--- src/design/wwr_pkg.sv ---
// Shared constants, types and helper functions of the word replace core.
// No dependencies; used by every other design file except the assertion macro header.
package wwr_pkg;

  localparam int MaxWord = 8;
  localparam int ByteW   = 8;
  localparam int CntW    = $clog2(MaxWord + 1);
  localparam int IdxW    = (MaxWord > 1) ? $clog2(MaxWord) : 1;
  localparam int TotalW  = 16;
  localparam int CfgW    = MaxWord * ByteW;
  localparam int CfgIdxW = 2;

  typedef logic [MaxWord-1:0][ByteW-1:0] word_t;

  typedef enum logic [CfgIdxW-1:0] {
    CFG_TARGET_TEXT        = 2'd0,
    CFG_TARGET_LENGTH      = 2'd1,
    CFG_REPLACEMENT_TEXT   = 2'd2,
    CFG_REPLACEMENT_LENGTH = 2'd3
  } cfg_idx_e;

  typedef struct packed {
    word_t             win;
    logic [CntW-1:0]   cnt;
    logic              bib;
    logic [TotalW-1:0] ctr;
  } state_t;

  // Results of one item: a first group (pops or a replacement before the
  // new byte is queued) and a second group (the end-of-text flush).
  typedef struct packed {
    word_t             a_chars;
    logic [CntW-1:0]   a_n;
    logic [TotalW-1:0] tot_a;
    word_t             b_chars;
    logic [CntW-1:0]   b_n;
    logic [TotalW-1:0] tot_b;
    logic              last;
  } burst_t;

  // C-locale white space or punctuation.
  function automatic logic is_boundary(input logic [ByteW-1:0] c);
    logic res;
    case (c) inside
      [8'h09:8'h0D], 8'h20, [8'h21:8'h2F], [8'h3A:8'h40], [8'h5B:8'h60],
      [8'h7B:8'h7E]: res = 1'b1;
      default:       res = 1'b0;
    endcase
    return res;
  endfunction

  // Zero counts as one, anything above the window size as the window size.
  function automatic logic [CntW-1:0] clamp_len(input logic [CntW-1:0] len);
    logic [CntW-1:0] res;
    if (len == '0) begin
      res = CntW'(1);
    end else if (len > CntW'(MaxWord)) begin
      res = CntW'(MaxWord);
    end else begin
      res = len;
    end
    return res;
  endfunction

  function automatic logic [TotalW-1:0] sat_inc(input logic [TotalW-1:0] v);
    return (v == '1) ? v : v + TotalW'(1);
  endfunction

endpackage

--- src/design/wwr_in_if.sv ---
// Input channel of the word replace core: one text byte and its last flag.
// Depends on wwr_pkg for the byte width.
interface wwr_in_if;
  logic                    valid;
  logic                    ready;
  logic [wwr_pkg::ByteW-1:0] in_char;
  logic                    in_last;

  modport source (output valid, output in_char, output in_last, input ready);
  modport sink   (input valid, input in_char, input in_last, output ready);
endinterface

--- src/design/wwr_out_if.sv ---
// Output channel of the word replace core: one corrected byte per item.
// Depends on wwr_pkg for the field widths.
interface wwr_out_if;
  logic                       valid;
  logic                       ready;
  logic [wwr_pkg::ByteW-1:0]  out_char;
  logic                       out_last;
  logic [wwr_pkg::TotalW-1:0] replace_total;

  modport source (output valid, output out_char, output out_last, output replace_total,
                  input ready);
  modport sink   (input valid, input out_char, input out_last, input replace_total,
                  output ready);
endinterface

--- src/design/wwr_step.sv ---
// Next-state and result logic for one text byte of the word replace core.
// Purely combinational; depends on wwr_pkg.
module wwr_step (
  input  wwr_pkg::state_t                 state_i,
  input  logic [wwr_pkg::ByteW-1:0]      char_i,
  input  logic                           last_i,
  input  wwr_pkg::word_t                 target_i,
  input  logic [wwr_pkg::CntW-1:0]       target_len_i,
  input  wwr_pkg::word_t                 repl_i,
  input  logic [wwr_pkg::CntW-1:0]       repl_len_i,
  output wwr_pkg::state_t                state_o,
  output wwr_pkg::burst_t                burst_o
);

  function automatic logic window_eq(input wwr_pkg::word_t win, input wwr_pkg::word_t tgt,
                                     input logic [wwr_pkg::CntW-1:0] len);
    logic eq;
    eq = 1'b1;
    for (int i = 0; i < wwr_pkg::MaxWord; i++) begin
      if ((wwr_pkg::CntW'(i) < len) && (win[i] != tgt[i])) begin
        eq = 1'b0;
      end
    end
    return eq;
  endfunction

  logic [wwr_pkg::CntW-1:0]   len_c;
  logic [wwr_pkg::CntW-1:0]   rlen_c;
  logic [wwr_pkg::IdxW-1:0]   tail_idx;
  logic                       match0;
  logic                       match2;
  logic                       drained;
  wwr_pkg::word_t             win1;
  wwr_pkg::word_t             win2;
  logic [wwr_pkg::CntW-1:0]   cnt1;
  logic [wwr_pkg::CntW-1:0]   cnt2;
  logic                       bib1;
  logic [wwr_pkg::TotalW-1:0] ctr1;
  logic [wwr_pkg::TotalW-1:0] ctr2;

  always_comb begin
    len_c    = wwr_pkg::clamp_len(target_len_i);
    rlen_c   = wwr_pkg::clamp_len(repl_len_i);
    tail_idx = wwr_pkg::IdxW'(len_c - wwr_pkg::CntW'(1));
    match0   = (state_i.cnt == len_c) && state_i.bib &&
               window_eq(state_i.win, target_i, len_c);

    win1    = state_i.win;
    cnt1    = state_i.cnt;
    bib1    = state_i.bib;
    ctr1    = state_i.ctr;
    drained = 1'b0;
    burst_o = '0;

    // First group: make room for the new byte.
    if (state_i.cnt > len_c) begin
      // The target was shortened: two old bytes leave untested.
      burst_o.a_chars[0] = state_i.win[0];
      burst_o.a_chars[1] = state_i.win[1];
      burst_o.a_n        = wwr_pkg::CntW'(2);
      win1    = {{(2 * wwr_pkg::ByteW){1'b0}}, state_i.win[wwr_pkg::MaxWord-1:2]};
      cnt1    = state_i.cnt - wwr_pkg::CntW'(2);
      bib1    = wwr_pkg::is_boundary(state_i.win[1]);
      drained = 1'b1;
    end else if (state_i.cnt == len_c) begin
      if (match0 && wwr_pkg::is_boundary(char_i)) begin
        burst_o.a_chars = repl_i;
        burst_o.a_n     = rlen_c;
        cnt1 = '0;
        bib1 = wwr_pkg::is_boundary(state_i.win[tail_idx]);
        ctr1 = wwr_pkg::sat_inc(state_i.ctr);
      end else begin
        burst_o.a_chars[0] = state_i.win[0];
        burst_o.a_n        = wwr_pkg::CntW'(1);
        win1 = {{wwr_pkg::ByteW{1'b0}}, state_i.win[wwr_pkg::MaxWord-1:1]};
        cnt1 = state_i.cnt - wwr_pkg::CntW'(1);
        bib1 = wwr_pkg::is_boundary(state_i.win[0]);
      end
    end

    // Queue the new byte; the window never holds more than MaxWord-1 here.
    win2 = win1;
    win2[wwr_pkg::IdxW'(cnt1)] = char_i;
    cnt2 = cnt1 + wwr_pkg::CntW'(1);

    match2 = !drained && (cnt2 == len_c) && bib1 && window_eq(win2, target_i, len_c);
    ctr2   = ctr1;

    if (last_i) begin
      // End of text counts as a boundary, then everything left goes out.
      if (match2) begin
        burst_o.b_chars = repl_i;
        burst_o.b_n     = rlen_c;
        ctr2            = wwr_pkg::sat_inc(ctr1);
      end else begin
        burst_o.b_chars = win2;
        burst_o.b_n     = cnt2;
      end
      state_o.win = win2;
      state_o.cnt = '0;
      state_o.bib = 1'b1;
      state_o.ctr = '0;
    end else begin
      state_o.win = win2;
      state_o.cnt = cnt2;
      state_o.bib = bib1;
      state_o.ctr = ctr1;
    end

    burst_o.tot_a = ctr1;
    burst_o.tot_b = ctr2;
    burst_o.last  = last_i;
  end

endmodule

--- src/design/wwr_burst.sv ---
// Result register of the word replace core: holds the results of one item and
// hands them out one per handshake. Depends on wwr_pkg.
module wwr_burst (
  input  logic                        clk_i,
  input  logic                        rst_ni,
  input  logic                        load_i,
  input  wwr_pkg::burst_t             burst_i,
  input  logic                        out_ready_i,
  output logic                        out_valid_o,
  output logic [wwr_pkg::ByteW-1:0]   out_char_o,
  output logic                        out_last_o,
  output logic [wwr_pkg::TotalW-1:0]  out_total_o,
  output logic                        free_o
);

  wwr_pkg::word_t             a_q, a_d, b_q, b_d;
  logic [wwr_pkg::CntW-1:0]   na_q, na_d, nb_q, nb_d;
  logic [wwr_pkg::TotalW-1:0] tota_q, tota_d, totb_q, totb_d;
  logic                       last_q, last_d;
  logic [wwr_pkg::CntW:0]     remain;
  logic                       pop;
  logic                       from_a;

  assign from_a      = (na_q != '0);
  assign remain      = {1'b0, na_q} + {1'b0, nb_q};
  assign out_valid_o = (remain != '0);
  assign pop         = out_valid_o && out_ready_i;
  assign out_char_o  = from_a ? a_q[0] : b_q[0];
  assign out_total_o = from_a ? tota_q : totb_q;
  assign out_last_o  = last_q && (remain == (wwr_pkg::CntW + 1)'(1));
  assign free_o      = (remain == '0) ||
                       ((remain == (wwr_pkg::CntW + 1)'(1)) && out_ready_i);

  always_comb begin
    a_d    = a_q;
    b_d    = b_q;
    na_d   = na_q;
    nb_d   = nb_q;
    tota_d = tota_q;
    totb_d = totb_q;
    last_d = last_q;
    if (load_i) begin
      a_d    = burst_i.a_chars;
      b_d    = burst_i.b_chars;
      na_d   = burst_i.a_n;
      nb_d   = burst_i.b_n;
      tota_d = burst_i.tot_a;
      totb_d = burst_i.tot_b;
      last_d = burst_i.last;
    end else if (pop) begin
      if (from_a) begin
        a_d  = {{wwr_pkg::ByteW{1'b0}}, a_q[wwr_pkg::MaxWord-1:1]};
        na_d = na_q - wwr_pkg::CntW'(1);
      end else begin
        b_d  = {{wwr_pkg::ByteW{1'b0}}, b_q[wwr_pkg::MaxWord-1:1]};
        nb_d = nb_q - wwr_pkg::CntW'(1);
      end
    end
  end

  always_ff @(posedge clk_i or negedge rst_ni) begin
    if (!rst_ni) begin
      na_q   <= '0;
      nb_q   <= '0;
      last_q <= 1'b0;
    end else begin
      na_q   <= na_d;
      nb_q   <= nb_d;
      last_q <= last_d;
    end
  end

  always_ff @(posedge clk_i) begin
    a_q    <= a_d;
    b_q    <= b_d;
    tota_q <= tota_d;
    totb_q <= totb_d;
  end

endmodule

--- src/design/whole_word_replace_stream_core.sv ---
// Whole-word find and replace over a byte stream. Text bytes enter on in_i, with
// in_last on the final byte, and corrected bytes leave on out_o. A pending window
// as long as the target word is compared in parallel against the target; when it
// matches, the byte before it was start of text, white space or punctuation, and
// the byte after it is white space, punctuation or end of text, the replacement
// word goes out instead and replace_total counts it (saturating at 65535). The
// final output byte carries out_last and the final count, after which the block
// is ready for a new text. A byte causing at most one output byte does not hold
// the input while the output port takes bytes; bytes causing none keep entering
// while earlier output drains. A byte causing more than one output byte (a
// replacement, or the end-of-text flush, up to 16) holds the next byte back until
// the single-byte output port has drained the result register. First output comes
// after the byte passes the input register and then the result register. The four
// configuration registers may be written only while the block is idle.
module whole_word_replace_stream_core (
  input  logic                            clk_i,
  input  logic                            rst_ni,
  wwr_in_if.sink                          in_i,
  wwr_out_if.source                       out_o,
  input  logic                            cfg_we_i,
  input  logic [wwr_pkg::CfgIdxW-1:0]     cfg_idx_i,
  input  logic [wwr_pkg::CfgW-1:0]        cfg_data_i
);

  // Configuration registers. Lengths are kept as written and clamped on use.
  wwr_pkg::word_t             target_q;
  logic [wwr_pkg::CntW-1:0]   target_len_q;
  wwr_pkg::word_t             repl_q;
  logic [wwr_pkg::CntW-1:0]   repl_len_q;

  // Input register: it lets a new byte in while the result register still
  // waits on the output side.
  logic                       inq_valid_q, inq_valid_d;
  logic [wwr_pkg::ByteW-1:0]  inq_char_q;
  logic                       inq_last_q;

  // Matcher state. The window bytes hold no reset; only entries below the
  // pending count are ever compared or sent.
  wwr_pkg::word_t             win_q;
  logic [wwr_pkg::CntW-1:0]   cnt_q;
  logic                       bib_q;
  logic [wwr_pkg::TotalW-1:0] ctr_q;

  wwr_pkg::state_t            state_cur;
  wwr_pkg::state_t            state_nxt;
  wwr_pkg::burst_t            burst;
  logic                       burst_free;
  logic                       burst_empty;
  logic                       advance;
  logic                       in_fire;

  assign state_cur.win = win_q;
  assign state_cur.cnt = cnt_q;
  assign state_cur.bib = bib_q;
  assign state_cur.ctr = ctr_q;

  wwr_step u_step (
    .state_i      (state_cur),
    .char_i       (inq_char_q),
    .last_i       (inq_last_q),
    .target_i     (target_q),
    .target_len_i (target_len_q),
    .repl_i       (repl_q),
    .repl_len_i   (repl_len_q),
    .state_o      (state_nxt),
    .burst_o      (burst)
  );

  // A held byte moves on when the result register can take its results, or at
  // once when it causes none, since then nothing has to wait behind the output.
  assign burst_empty = (burst.a_n == '0) && (burst.b_n == '0);
  assign advance     = inq_valid_q && (burst_free || burst_empty);
  assign in_i.ready  = !inq_valid_q || advance;
  assign in_fire     = in_i.valid && in_i.ready;

  wwr_burst u_burst (
    .clk_i       (clk_i),
    .rst_ni      (rst_ni),
    .load_i      (inq_valid_q && burst_free),
    .burst_i     (burst),
    .out_ready_i (out_o.ready),
    .out_valid_o (out_o.valid),
    .out_char_o  (out_o.out_char),
    .out_last_o  (out_o.out_last),
    .out_total_o (out_o.replace_total),
    .free_o      (burst_free)
  );

  always_comb begin
    inq_valid_d = inq_valid_q;
    if (in_fire) begin
      inq_valid_d = 1'b1;
    end else if (advance) begin
      inq_valid_d = 1'b0;
    end
  end

  always_ff @(posedge clk_i or negedge rst_ni) begin
    if (!rst_ni) begin
      inq_valid_q <= 1'b0;
      cnt_q       <= '0;
      bib_q       <= 1'b1;
      ctr_q       <= '0;
    end else begin
      inq_valid_q <= inq_valid_d;
      if (advance) begin
        cnt_q <= state_nxt.cnt;
        bib_q <= state_nxt.bib;
        ctr_q <= state_nxt.ctr;
      end
    end
  end

  always_ff @(posedge clk_i) begin
    if (in_fire) begin
      inq_char_q <= in_i.in_char;
      inq_last_q <= in_i.in_last;
    end
    if (advance) begin
      win_q <= state_nxt.win;
    end
  end

  // Configuration writes.
  always_ff @(posedge clk_i or negedge rst_ni) begin
    if (!rst_ni) begin
      target_q     <= '0;
      target_len_q <= wwr_pkg::CntW'(1);
      repl_q       <= '0;
      repl_len_q   <= wwr_pkg::CntW'(1);
    end else if (cfg_we_i) begin
      unique case (wwr_pkg::cfg_idx_e'(cfg_idx_i))
        wwr_pkg::CFG_TARGET_TEXT:        target_q     <= cfg_data_i;
        wwr_pkg::CFG_TARGET_LENGTH:      target_len_q <= cfg_data_i[wwr_pkg::CntW-1:0];
        wwr_pkg::CFG_REPLACEMENT_TEXT:   repl_q       <= cfg_data_i;
        wwr_pkg::CFG_REPLACEMENT_LENGTH: repl_len_q   <= cfg_data_i[wwr_pkg::CntW-1:0];
        default: ;
      endcase
    end
  end

endmodule

--- src/flat_wrapper.sv ---
// flat-port wrapper written by rule: the top's interface ports become plain ports
module whole_word_replace_stream_core_flat 
  (clk_i, rst_ni, cfg_we_i, cfg_idx_i, cfg_data_i, in_i_valid, in_i_in_char, in_i_in_last, in_i_ready, out_o_valid, out_o_out_char, out_o_out_last, out_o_replace_total, out_o_ready);
  wwr_in_if in_i_i ();
  wwr_out_if out_o_i ();
  input  logic clk_i;
  input  logic rst_ni;
  input  logic cfg_we_i;
  input  logic [wwr_pkg::CfgIdxW-1:0] cfg_idx_i;
  input  logic [wwr_pkg::CfgW-1:0] cfg_data_i;
  input wire logic [$bits(in_i_i.valid)-1:0] in_i_valid;
  input wire logic [$bits(in_i_i.in_char)-1:0] in_i_in_char;
  input wire logic [$bits(in_i_i.in_last)-1:0] in_i_in_last;
  output wire logic [$bits(in_i_i.ready)-1:0] in_i_ready;
  output wire logic [$bits(out_o_i.valid)-1:0] out_o_valid;
  output wire logic [$bits(out_o_i.out_char)-1:0] out_o_out_char;
  output wire logic [$bits(out_o_i.out_last)-1:0] out_o_out_last;
  output wire logic [$bits(out_o_i.replace_total)-1:0] out_o_replace_total;
  input wire logic [$bits(out_o_i.ready)-1:0] out_o_ready;
  assign in_i_i.valid = in_i_valid;
  assign in_i_i.in_char = in_i_in_char;
  assign in_i_i.in_last = in_i_in_last;
  assign in_i_ready = in_i_i.ready;
  assign out_o_valid = out_o_i.valid;
  assign out_o_out_char = out_o_i.out_char;
  assign out_o_out_last = out_o_i.out_last;
  assign out_o_replace_total = out_o_i.replace_total;
  assign out_o_i.ready = out_o_ready;
  whole_word_replace_stream_core u_core (.clk_i(clk_i), .rst_ni(rst_ni), .in_i(in_i_i), .out_o(out_o_i), .cfg_we_i(cfg_we_i), .cfg_idx_i(cfg_idx_i), .cfg_data_i(cfg_data_i));
endmodule
--- config.mk ---
export PLATFORM = sky130hd
export DESIGN_NAME = whole_word_replace_stream_core_flat
export DESIGN_NICKNAME = d
export VERILOG_FILES = /design/src/design/wwr_pkg.sv /design/src/design/wwr_in_if.sv /design/src/design/wwr_out_if.sv /design/src/design/wwr_step.sv /design/src/design/wwr_burst.sv /design/src/design/whole_word_replace_stream_core.sv /design/src/flat_wrapper.sv
export SDC_FILE = /design/constraint.sdc
export NUM_CORES = 1
export LEC_CHECK = 0
export ABC_AREA = 1
export ABC_CLOCK_PERIOD_IN_PS = 6700
export BUFFER_PORTS_ARGS = -buffer_cell sky130_fd_sc_hd__buf_2
export CELL_PAD_IN_SITES_DETAIL_PLACEMENT = 2
export CELL_PAD_IN_SITES_GLOBAL_PLACEMENT = 2
export CORE_MARGIN = 2
export CORE_UTILIZATION = 38
export CTS_BUF_LIST = sky130_fd_sc_hd__clkbuf_16
export DETAILED_ROUTE_END_ITERATION = 7
export GPL_ROUTABILITY_DRIVEN = 0
export GPL_TIMING_DRIVEN = 0
export HOLD_SLACK_MARGIN = 0.08
export PLACE_DENSITY_LB_ADDON = 0.1
export SYNTH_ARGS = -nofsm -noshare
export SYNTH_HDL_FRONTEND = slang
export SYNTH_SLANG_ARGS = --single-unit
--- constraint.sdc ---
create_clock -name clk_i -period 6.7 [get_ports clk_i]
set_input_delay 1.675 -clock clk_i [delete_from_list [all_inputs] [get_ports clk_i]]
set_output_delay 1.675 -clock clk_i [all_outputs]
set_load 0.03 [all_outputs]
Yosys cells after proc, flatten, opt, wreduce, memory -nomap -nowiden
Index checks and enable logic that the tools add are counted.
W data, S select, Z words.
{"block": "classes", "n_reduce_logical": 76, "n_eq_ne": 29, "muxes": 72, "order_cmp": 54, "add_sub_neg": 9}
{"cell": "$mux W64", "n": 9}
{"cell": "$mux W68", "n": 3}
{"cell": "$mux W16", "n": 8}
{"cell": "$ne A8 B8 Y1", "n": 16}
{"cell": "$le A8 B7 Y1 const B", "n": 12}
{"cell": "$bwmux W64", "n": 1}
{"cell": "$ge A8 B6 Y1 const B", "n": 8}
{"cell": "$ge A8 B7 Y1 const B", "n": 8}
{"cell": "$mux W56", "n": 1}
{"cell": "$mux W4", "n": 13}
{"cell": "$logic_and A1 B1 Y1", "n": 50}
{"cell": "$mux W48", "n": 1}
{"cell": "$add A16 B1 Y16 const B", "n": 2}
{"cell": "$eq A16 B16 Y1 const B", "n": 2}
{"cell": "$eq A8 B6 Y1 const B", "n": 4}
{"cell": "$ge A8 B4 Y1 const B", "n": 4}
{"cell": "$le A8 B4 Y1 const B", "n": 4}
{"cell": "$le A8 B6 Y1 const B", "n": 4}
{"cell": "$mux W1", "n": 28}
{"cell": "$bmux W8 S3", "n": 1}
{"cell": "$demux W8 S3", "n": 1}
{"cell": "$mux W8", "n": 3}
{"cell": "$reduce_or A6 Y1", "n": 4}
{"cell": "$mux W21", "n": 1}
{"cell": "28 further kinds", "n": 52}
{"block": "word_totals", "input_bits": 80, "out_inout_bits": 27, "register_bits": 400, "wordCells": 293}

Longest topological paths before layout
Gate-level depths: netlist of the first run.
{"block": "logic_depth", "depth_word": 43, "mapped_depth": 40, "ltp_nobuf": 36}

Hierarchy
Synthesis of the first run repeated with hierarchy kept, for this count alone.
{"block": "unflattened", "hier_cells": 3516, "area_unflattened_um2": 25142.9}
{"mod": "wwr_step", "seq_area_each_um2": 0.0, "area_each_um2": 9608.0, "instances": 1, "cells_each": 2092}
{"mod": "whole_word_replace_stream_core", "seq_area_each_um2": 6149.6, "area_each_um2": 8152.8, "instances": 1, "cells_each": 687}
{"mod": "wwr_burst", "seq_area_each_um2": 5029.8, "area_each_um2": 7382.1, "instances": 1, "cells_each": 737}

Worst setup path after synthesis of the first run
Ideal clock, no wire load.
{"block": "synth_timing", "kind": "register to output", "from": "register u_core.target_len_q[3] (netlist bit)", "to": "output in_i_ready", "slack_ps": 481, "arrival_time_ps": 4544, "required_ps": 5025, "stages_incl_launch_ff": 35, "n_path_buf": 6, "cell_sequence": "dfrtp_1 -> buf_2 -> inv_1 -> nand2_1 -> nand2_1 -> buf_2 -> buf_2 -> ha_1 -> nand4_1 -> a21oi_1 -> nand4_1 -> nor2_1 -> nand3_2 -> buf_4 -> nand3_2 -> a21oi_2 -> buf_4 -> buf_4 -> ha_1 -> inv_1 -> nor2_1 -> nor3_1 -> nand4_1 -> a21oi_1 -> nand2_1 -> nor2_1 -> nand3_1 -> nor2_4 -> nand2_4 -> inv_4 -> nor2_1 -> nor2_2 -> nor2_1 -> nand2_1 -> nand3_1"}
{"block": "synth_between", "elab_chain_cells": 41, "elab_cells_between_ends": 111, "cone_classes": "2 x add/sub; 22 x order compare; 11 x eq/ne; 39 x mux; 37 x reduce/logical"}
{"item": "start: declaration", "line_no": "whole_word_replace_stream_core.sv:27", "source": "logic [wwr_pkg::CntW-1:0] target_len_q;"}
{"item": "start signal: assignment", "line_no": "whole_word_replace_stream_core.sv:128", "source": "target_len_q <= wwr_pkg::CntW'(1);"}
{"item": "start signal: assignment", "line_no": "whole_word_replace_stream_core.sv:134", "source": "wwr_pkg::CFG_TARGET_LENGTH: target_len_q <= cfg_data_i[wwr_pkg::CntW-1:0];"}
{"item": "$gt A4 B4 Y1", "line_no": "wwr_pkg.sv:57", "source": "end else if (len > CntW'(MaxWord)) begin"}
{"item": "$mux W4", "line_no": "wwr_pkg.sv:57"}
{"item": "$mux W4 *", "line_no": "wwr_pkg.sv:55", "source": "if (len == '0) begin"}
{"item": "$lt A1 B4 Y1", "line_no": "wwr_step.sv:20", "source": "if ((wwr_pkg::CntW'(i) < len) && (win[i] != tgt[i])) begin"}
{"item": "$logic_and A1 B1 Y1", "line_no": "wwr_step.sv:20"}
{"item": "$mux W1 (8 in a row)", "line_no": "wwr_step.sv:20"}
{"item": "$logic_and A1 B1 Y1", "line_no": "wwr_step.sv:45", "source": "match0 = (state_i.cnt == len_c) && state_i.bib &&"}
{"item": "$logic_and A1 B1 Y1", "line_no": "wwr_step.sv:66", "source": "if (match0 && wwr_pkg::is_boundary(char_i)) begin"}
{"item": "[18 not listed]"}
{"item": "$logic_and A1 B1 Y1", "line_no": "wwr_step.sv:86", "source": "match2 = !drained && (cnt2 == len_c) && bib1 && window_eq(win2, target_i, len_c);"}
{"item": "$mux W68", "line_no": "wwr_step.sv:91", "source": "if (match2) begin"}
{"item": "$mux W68", "line_no": "wwr_step.sv:89", "source": "if (last_i) begin"}
{"item": "$logic_not A4 Y1", "line_no": "whole_word_replace_stream_core.sv:71", "source": "assign burst_empty = (burst.a_n == '0) && (burst.b_n == '0);"}
{"item": "$logic_and A1 B1 Y1 *", "line_no": "whole_word_replace_stream_core.sv:71"}
{"item": "$logic_or A1 B1 Y1 *", "line_no": "whole_word_replace_stream_core.sv:72", "source": "assign advance = inq_valid_q && (burst_free || burst_empty);"}
{"item": "$logic_and A1 B1 Y1 *", "line_no": "whole_word_replace_stream_core.sv:72"}
{"item": "$logic_or A1 B1 Y1 *", "line_no": "whole_word_replace_stream_core.sv:73", "source": "assign in_i.ready = !inq_valid_q || advance;"}
{"item": "end: declaration", "line_no": "flat_wrapper.sv:14", "source": "output wire logic [$bits(in_i_i.ready)-1:0] in_i_ready;"}
Every way passes the cells marked *; elsewhere a longest branch is shown, timed or not. The select of a mux whose other input is x is not followed.

Worst setup path after layout of the first run
Same ends and word-level chain as after synthesis.

==> flow_metrics.tcl, run 1 <==
set metrics [dict create \
    path_delay_family "simple AND/OR/NAND/NOR gates" \
    cts.sinks 400 \
    synthTopCellsByArea "edfxtp_1, dfrtp_1, nand2_1" \
    relSlewSlack_pct -3.09 \
    crit_path_max_fanout 10 \
    hold_buffers 0 \
    pre_cts_ws_ns -1.52 \
    ant_nets 0 \
    dpl.hpwl_um 80000 \
    yosys_warnings 0 \
    setup_tns_ns -6.17 \
    maxCapViolations 2 \
    hold_viol_final 0 \
    crit-reg2reg-capture "u_core.u_burst.nb_q[3]" \
    synth_top_cell_area_share_pct 30.7 \
    wire_per_inst_um 31.3 \
    clk_pin_slew_ns 0.07 \
    cp-end-kind "primary output" \
    min_period_over_period_pct 114 \
    max_freq_mhz 131 \
    die_area_um2 62000 \
    core_um2 59100 \
    ys_types 57 \
    synth_largest_area_cell "edfxtp_1" \
    fin_nets 3284 \
    via_per_inst 6.15 \
    min_from "u_core.repl_q[60]" \
    final_cell_area_um2 28200 \
    die_w_um 249 \
    async_flop_share_pct 41.8 \
    clock_path_buffers 3 \
    area_delta_synth_final_pct 23.6 \
    arrival_ns 5.98 \
    crit_buf_inv 7 \
    critPathMaxStageDelay_ns 0.60 \
    worstPathRequired_ns 5.03 \
    ys_seq_area_share_pct 49.1 \
    fillers 6625 \
    cts_buffers 48 \
    grt_pass1_vias 25683 \
    dpl_cell_area_um2 24500 \
    port_buffers 106 \
    synth-main-ff-cell "edfxtp_1" \
    htree_levels 2 \
    synth_area_per_cell_um2 7.89 \
    grt_antenna_before_repair 7 \
    drcViolationCount 0 \
    worst_slew_pin_slew_ns 1.55 \
    synthCells 2890 \
    insertion_delay_ns 0.64 \
    reg2reg_from "u_core.target_len_q[3]" \
    via_count 24588 \
    die_h_um 249 \
    min_period_ns 7.66 \
    skew_ns 0.0557 \
    rsz0062_at_grt "yes" \
    whs_endpoint "u_core.repl_q[60]" \
    overflow 0 \
    crit_path_start_kind "register" \
    yosys_register_bits 400 \
    register_area_um2 11200 \
    hold_path.class "reg2reg" \
    layout_commonest_cell "nand2_1" \
    wirelength_um 125000 \
    path_class "reg2out" \
    status "finished with violations" \
    boundaryPins 107 \
    start_util_pct 38.5 \
    first_pass_iters 5 \
    synth-edff-count 233 \
    layout_setup_ws_ns -0.958 \
    drv_slew 12 \
    drive_above_1_share_pct 18.0 \
    setup_viol 57 \
    r2r_slack_ns -0.57 \
    rr_worst_depth 49 \
    crit_top_cell "nand2_2" \
    syn-cell-area_um2 22800 \
    tritoncts "done" \
    cpMaxStageDelayCell "nor2_1" \
    grt_pass1_wl_um 170000 \
    multi_input_area_um2 10500 \
    violations "capacitance limit, slew limit, setup timing" \
    ctsRootBufferMaster "clkbuf_16" \
    grt_max_degree 94 \
    layout_common_cells "nand2_1, o21ai_0, inv_1" \
    min_path_cells 2 \
    fp-row-count 89 \
    synth_fp_nets 2989 \
    drtIter0Drc 2410 \
    track_usage_pct 36.6 \
]
==> kinds of logic after synthesis <==
| kind of cell | after synthesis | share of synthesized area (%) |
|---|---|---|
| and+or+nand+nor | 1383 | 25.2 |
| AOI/OAI and AO/OA | 546 | 13.7 |
| xor gates and xnor gates | 71 | 2.73 |
| buffers and inverters | 471 | 8.15 |
| DFF | 400 | 49.1 |
| adders and majority gates | 19 | 1.08 |
==> tightest hold or removal path: stages, from the launching register on <==
cell,delay (ns)
dfrtp_1,0.34
nand2_1,0.05
o21ai_0,0.06
==> sequential cells by signal (all words and copies together), names as in the netlist <==
name	flops
u_core.bib_q	1
u_core.cnt_q	4
u_core.ctr_q	16
u_core.inq_char_q	8
u_core.inq_last_q	1
u_core.inq_valid_q	1
u_core.repl_len_q	4
u_core.repl_q	64
u_core.state_cur	64
u_core.target_len_q	4
u_core.target_q	64
u_core.u_burst.a_q	64
u_core.u_burst.b_q	64
u_core.u_burst.last_q	1
u_core.u_burst.na_q	4
u_core.u_burst.nb_q	4
u_core.u_burst.tota_q	16
u_core.u_burst.totb_q	16
==> cell usage after synthesis, types with 42 or more instances <==
cell type,n
dfrtp_1,164
inv_1,309
xnor2_1,45
nand2_1,857
nand3_1,131
o22ai_1,53
o21ai_0,323
nor2_1,262
a21oi_1,42
edfxtp_1,233
clkbuf_1,97
nand4_1,66
==> layout make-up <==
class                           count  share of cell area (%)
Sequential cell                   400                    39.7
Multi-Input combinational cell   2019                    37.4
Timing Repair Buffer              247                    6.59
Inverter                          329                    4.64
Clock buffer                       50                    4.44
Tap cell                          773                    3.43
Buffer                            140                    2.83
Clock inverter                     40                   0.928
Antenna cell                        3                  0.0267
==> worst max path at each step <==
| stage | from | endpoint | slack, ns | cells past startpoint |
|---|---|---|---|---|
| after floorplan | u_core.target_len_q[3] | in_i_ready | 0.48 | 34 |
| after global placement | u_core.target_len_q[3] | in_i_ready | -1.32 | 34 |
| after detailed placement | u_core.target_len_q[3] | in_i_ready | -1.52 | 34 |
| after CTS | u_core.target_len_q[3] | in_i_ready | -0.32 | 35 |
| after global routing | u_core.target_len_q[3] | in_i_ready | -1.00 | 33 |
| final | u_core.target_len_q[3] | in_i_ready | -0.96 | 33 |
==> routing by layer <==
| layer | part of all wire (%) | vias to the layer above | track usage, % |
|---|---|---|---|
| met5 | 0.014 | - | 0 |
| met4 | 7.9 | 2 | 21.1 |
| met3 | 7.8 | 540 | 6.42 |
| met2 | 46 | 1420 | 61.1 |
| met1 | 38 | 12444 | 44.8 |
| li1 | - | 10182 | - |
==> through the flow <==
| step | cells | hold slack (ns) | util (%) |
|---|---|---|---|
| after CTS | 3966 | 0.499 | 46.1 |
| after detailed placement | 3775 | 0.475 | 41.4 |
| final | 4001 | 0.492 | 47.6 |
| after global placement | 3769 | 0.459 | 41.1 |
| after global routing | 3998 | 0.533 | 47.6 |
| after floorplan | 2890 | 0.442 | - |
==> what timing repair did <==
action                     4_1_cts  5_1_grt
setup endpoints to repair      162       54
cloned                           0        2
resized for setup              138      193
setup buffers                  102       43
pin swaps                       43       81
Power of run 1 is not shown: default switching activity piles up to over one toggle a cycle in this logic, so the estimate is an artifact.
==> inputs of run 2 (changes only) <==
--- a/config.mk
+++ b/config.mk
@@ -18,6 +18,7 @@
 export GPL_TIMING_DRIVEN = 0
 export HOLD_SLACK_MARGIN = 0.08
 export PLACE_DENSITY_LB_ADDON = 0.1
+export RECOVER_POWER = 50
 export SYNTH_ARGS = -nofsm -noshare
 export SYNTH_HDL_FRONTEND = slang
 export SYNTH_SLANG_ARGS = --single-unit
==> run 2 against run 1 <==
The run still ends with capacitance limit, slew limit, setup timing left. Wire length barely moved. First-iteration DRC count is 3.0% higher. Setup slack better by 0.047 ns. Clock skew up 0.00057 ns. Cell count did not move. Flip-flop and latch count unchanged. Die area stayed put. Worst hold slack improved by 0.00070 ns. Sequential share of layout area increased by 0.055 points. Global-route usage stayed put. Critical path type unchanged. Critical endpoint unchanged.
==> flow_metrics.tcl, run 2 (synthesized netlist as in run 1, its figures left out) <==
set metrics [dict create \
    htree_levels 2 \
    register_area_um2 11200 \
    cpMaxStageDelayCell "nor2_1" \
    crit_path_start_kind "register" \
    worstPathRequired_ns 5.03 \
    final_cell_area_um2 28100 \
    track_usage_pct 36.6 \
    crit_buf_inv 7 \
    ant_nets 0 \
    path_delay_family "simple AND/OR/NAND/NOR gates" \
    grt_pass1_vias 25683 \
    drive_above_1_share_pct 17.8 \
    critPathMaxStageDelay_ns 0.59 \
    grt_pass1_wl_um 170000 \
    arrival_ns 5.94 \
    cp-end-kind "primary output" \
    die_area_um2 62000 \
    hold_viol_final 0 \
    dpl_cell_area_um2 24500 \
    wire_per_inst_um 31.3 \
    rsz0062_at_grt "yes" \
    min_period_over_period_pct 114 \
    fin_nets 3284 \
    insertion_delay_ns 0.64 \
    start_util_pct 38.5 \
    clk_pin_slew_ns 0.07 \
    overflow 0 \
    via_per_inst 6.14 \
    layout_commonest_cell "nand2_1" \
    fillers 6631 \
    cts_buffers 48 \
    min_period_ns 7.61 \
    layout_common_cells "nand2_1, o21ai_0, inv_1" \
    port_buffers 106 \
    final_cells 4001 \
    layout_setup_ws_ns -0.911 \
    relSlewSlack_pct -185 \
    cts.sinks 400 \
    first_pass_iters 6 \
    boundaryPins 107 \
    violations "capacitance limit, slew limit, setup timing" \
    core_um2 59100 \
    skew_ns 0.0563 \
    fp-row-count 89 \
    grt_max_degree 94 \
    multi_input_area_um2 10500 \
    max_freq_mhz 131 \
    drcViolationCount 0 \
    maxCapViolations 4 \
    die_h_um 249 \
    grt_antenna_before_repair 7 \
    via_count 24582 \
    hold_path.class "reg2reg" \
    crit_top_cell "nand2_2" \
    die_w_um 249 \
    dp_cells 3775 \
    path_class "reg2out" \
    setup_tns_ns -3.55 \
    drtIter0Drc 2482 \
    ctsRootBufferMaster "clkbuf_16" \
    status "finished with violations" \
    wirelength_um 125000 \
    clock_path_buffers 3 \
    drv_slew 181 \
    tritoncts "done" \
    setup_viol 48 \
    hold_buffers 0 \
    dpl.hpwl_um 80000 \
    worst_slew_pin_slew_ns 4.28 \
    crit_path_max_fanout 10 \
    area_delta_synth_final_pct 23.4 \
]
[run 2: cell count changes in the layout (fill, tap and decap cells not counted), sizes merged]
cell / previous run / this run
buf: 291 / 283
clkbuf: 146 / 154
[run 2: final timing paths]
check | slack, ns | startpoint | to | cells past startpoint
max | -0.91 | u_core.target_len_q[3] | in_i_ready | 33
min | 0.49 | u_core.repl_q[60] | u_core.repl_q[60] | 2
max reg2reg | -0.52 | u_core.target_len_q[3] | u_core.u_burst.nb_q[3] | 49
min reg2reg | 0.49 | u_core.repl_q[60] | u_core.repl_q[60] | 2
max in group asynchronous | 0.63 | rst_ni | u_core.target_len_q[2] | 2
min in group asynchronous | 2.56 | rst_ni | u_core.repl_q[33] | 1
[run 2: worst reg2reg max path, delay by kind of cell, from the launching register on]
family | cells | cell delay [ns]
AOI/OAI and AO/OA | 3 | 0.45
and+or+nand+nor | 21 | 2.89
DFF | 1 | 0.39
adders and majority gates | 1 | 0.29
buffers and inverters | 24 | 3.09
[run 2: layout make-up]
cell class | count | share of cell area, %
diodes | 3 | 0.0267
plain buffers | 140 | 2.83
clock buffers | 50 | 4.45
clock inverters | 40 | 0.930
inverters | 329 | 4.64
multi-input cells | 2019 | 37.5
flip-flops and latches | 400 | 39.8
well taps | 773 | 3.44
repair buffers | 247 | 6.46
[run 2: layer usage]
metal	vias to the layer above	wire (um)	global-route usage (%)
li1	10176	-	-
met1	12513	48200	44.8
met2	1375	58200	61.1
met3	516	9280	6.42
met4	2	9660	21.1
met5	-	12	0
[run 2: stage by stage]
| step | hold WS (ns) | util, % | setup WS, ns |
|---|---|---|---|
| after detailed placement | 0.475 | 41.4 | -1.52 |
| after global placement | 0.459 | 41.1 | -1.32 |
| after floorplan | 0.442 | - | 0.481 |
| after CTS | 0.499 | 46.1 | -0.319 |
| after global routing | 0.533 | 47.6 | -1.00 |
| final | 0.493 | 47.6 | -0.911 |
[run 2: timing repair]
item	in CTS	in global routing
pin swaps	43	81
cloned	0	2
setup endpoints to repair	162	54
buffers inserted	102	43
resized for setup	138	193
Power of run 2 is left out for the same reason.
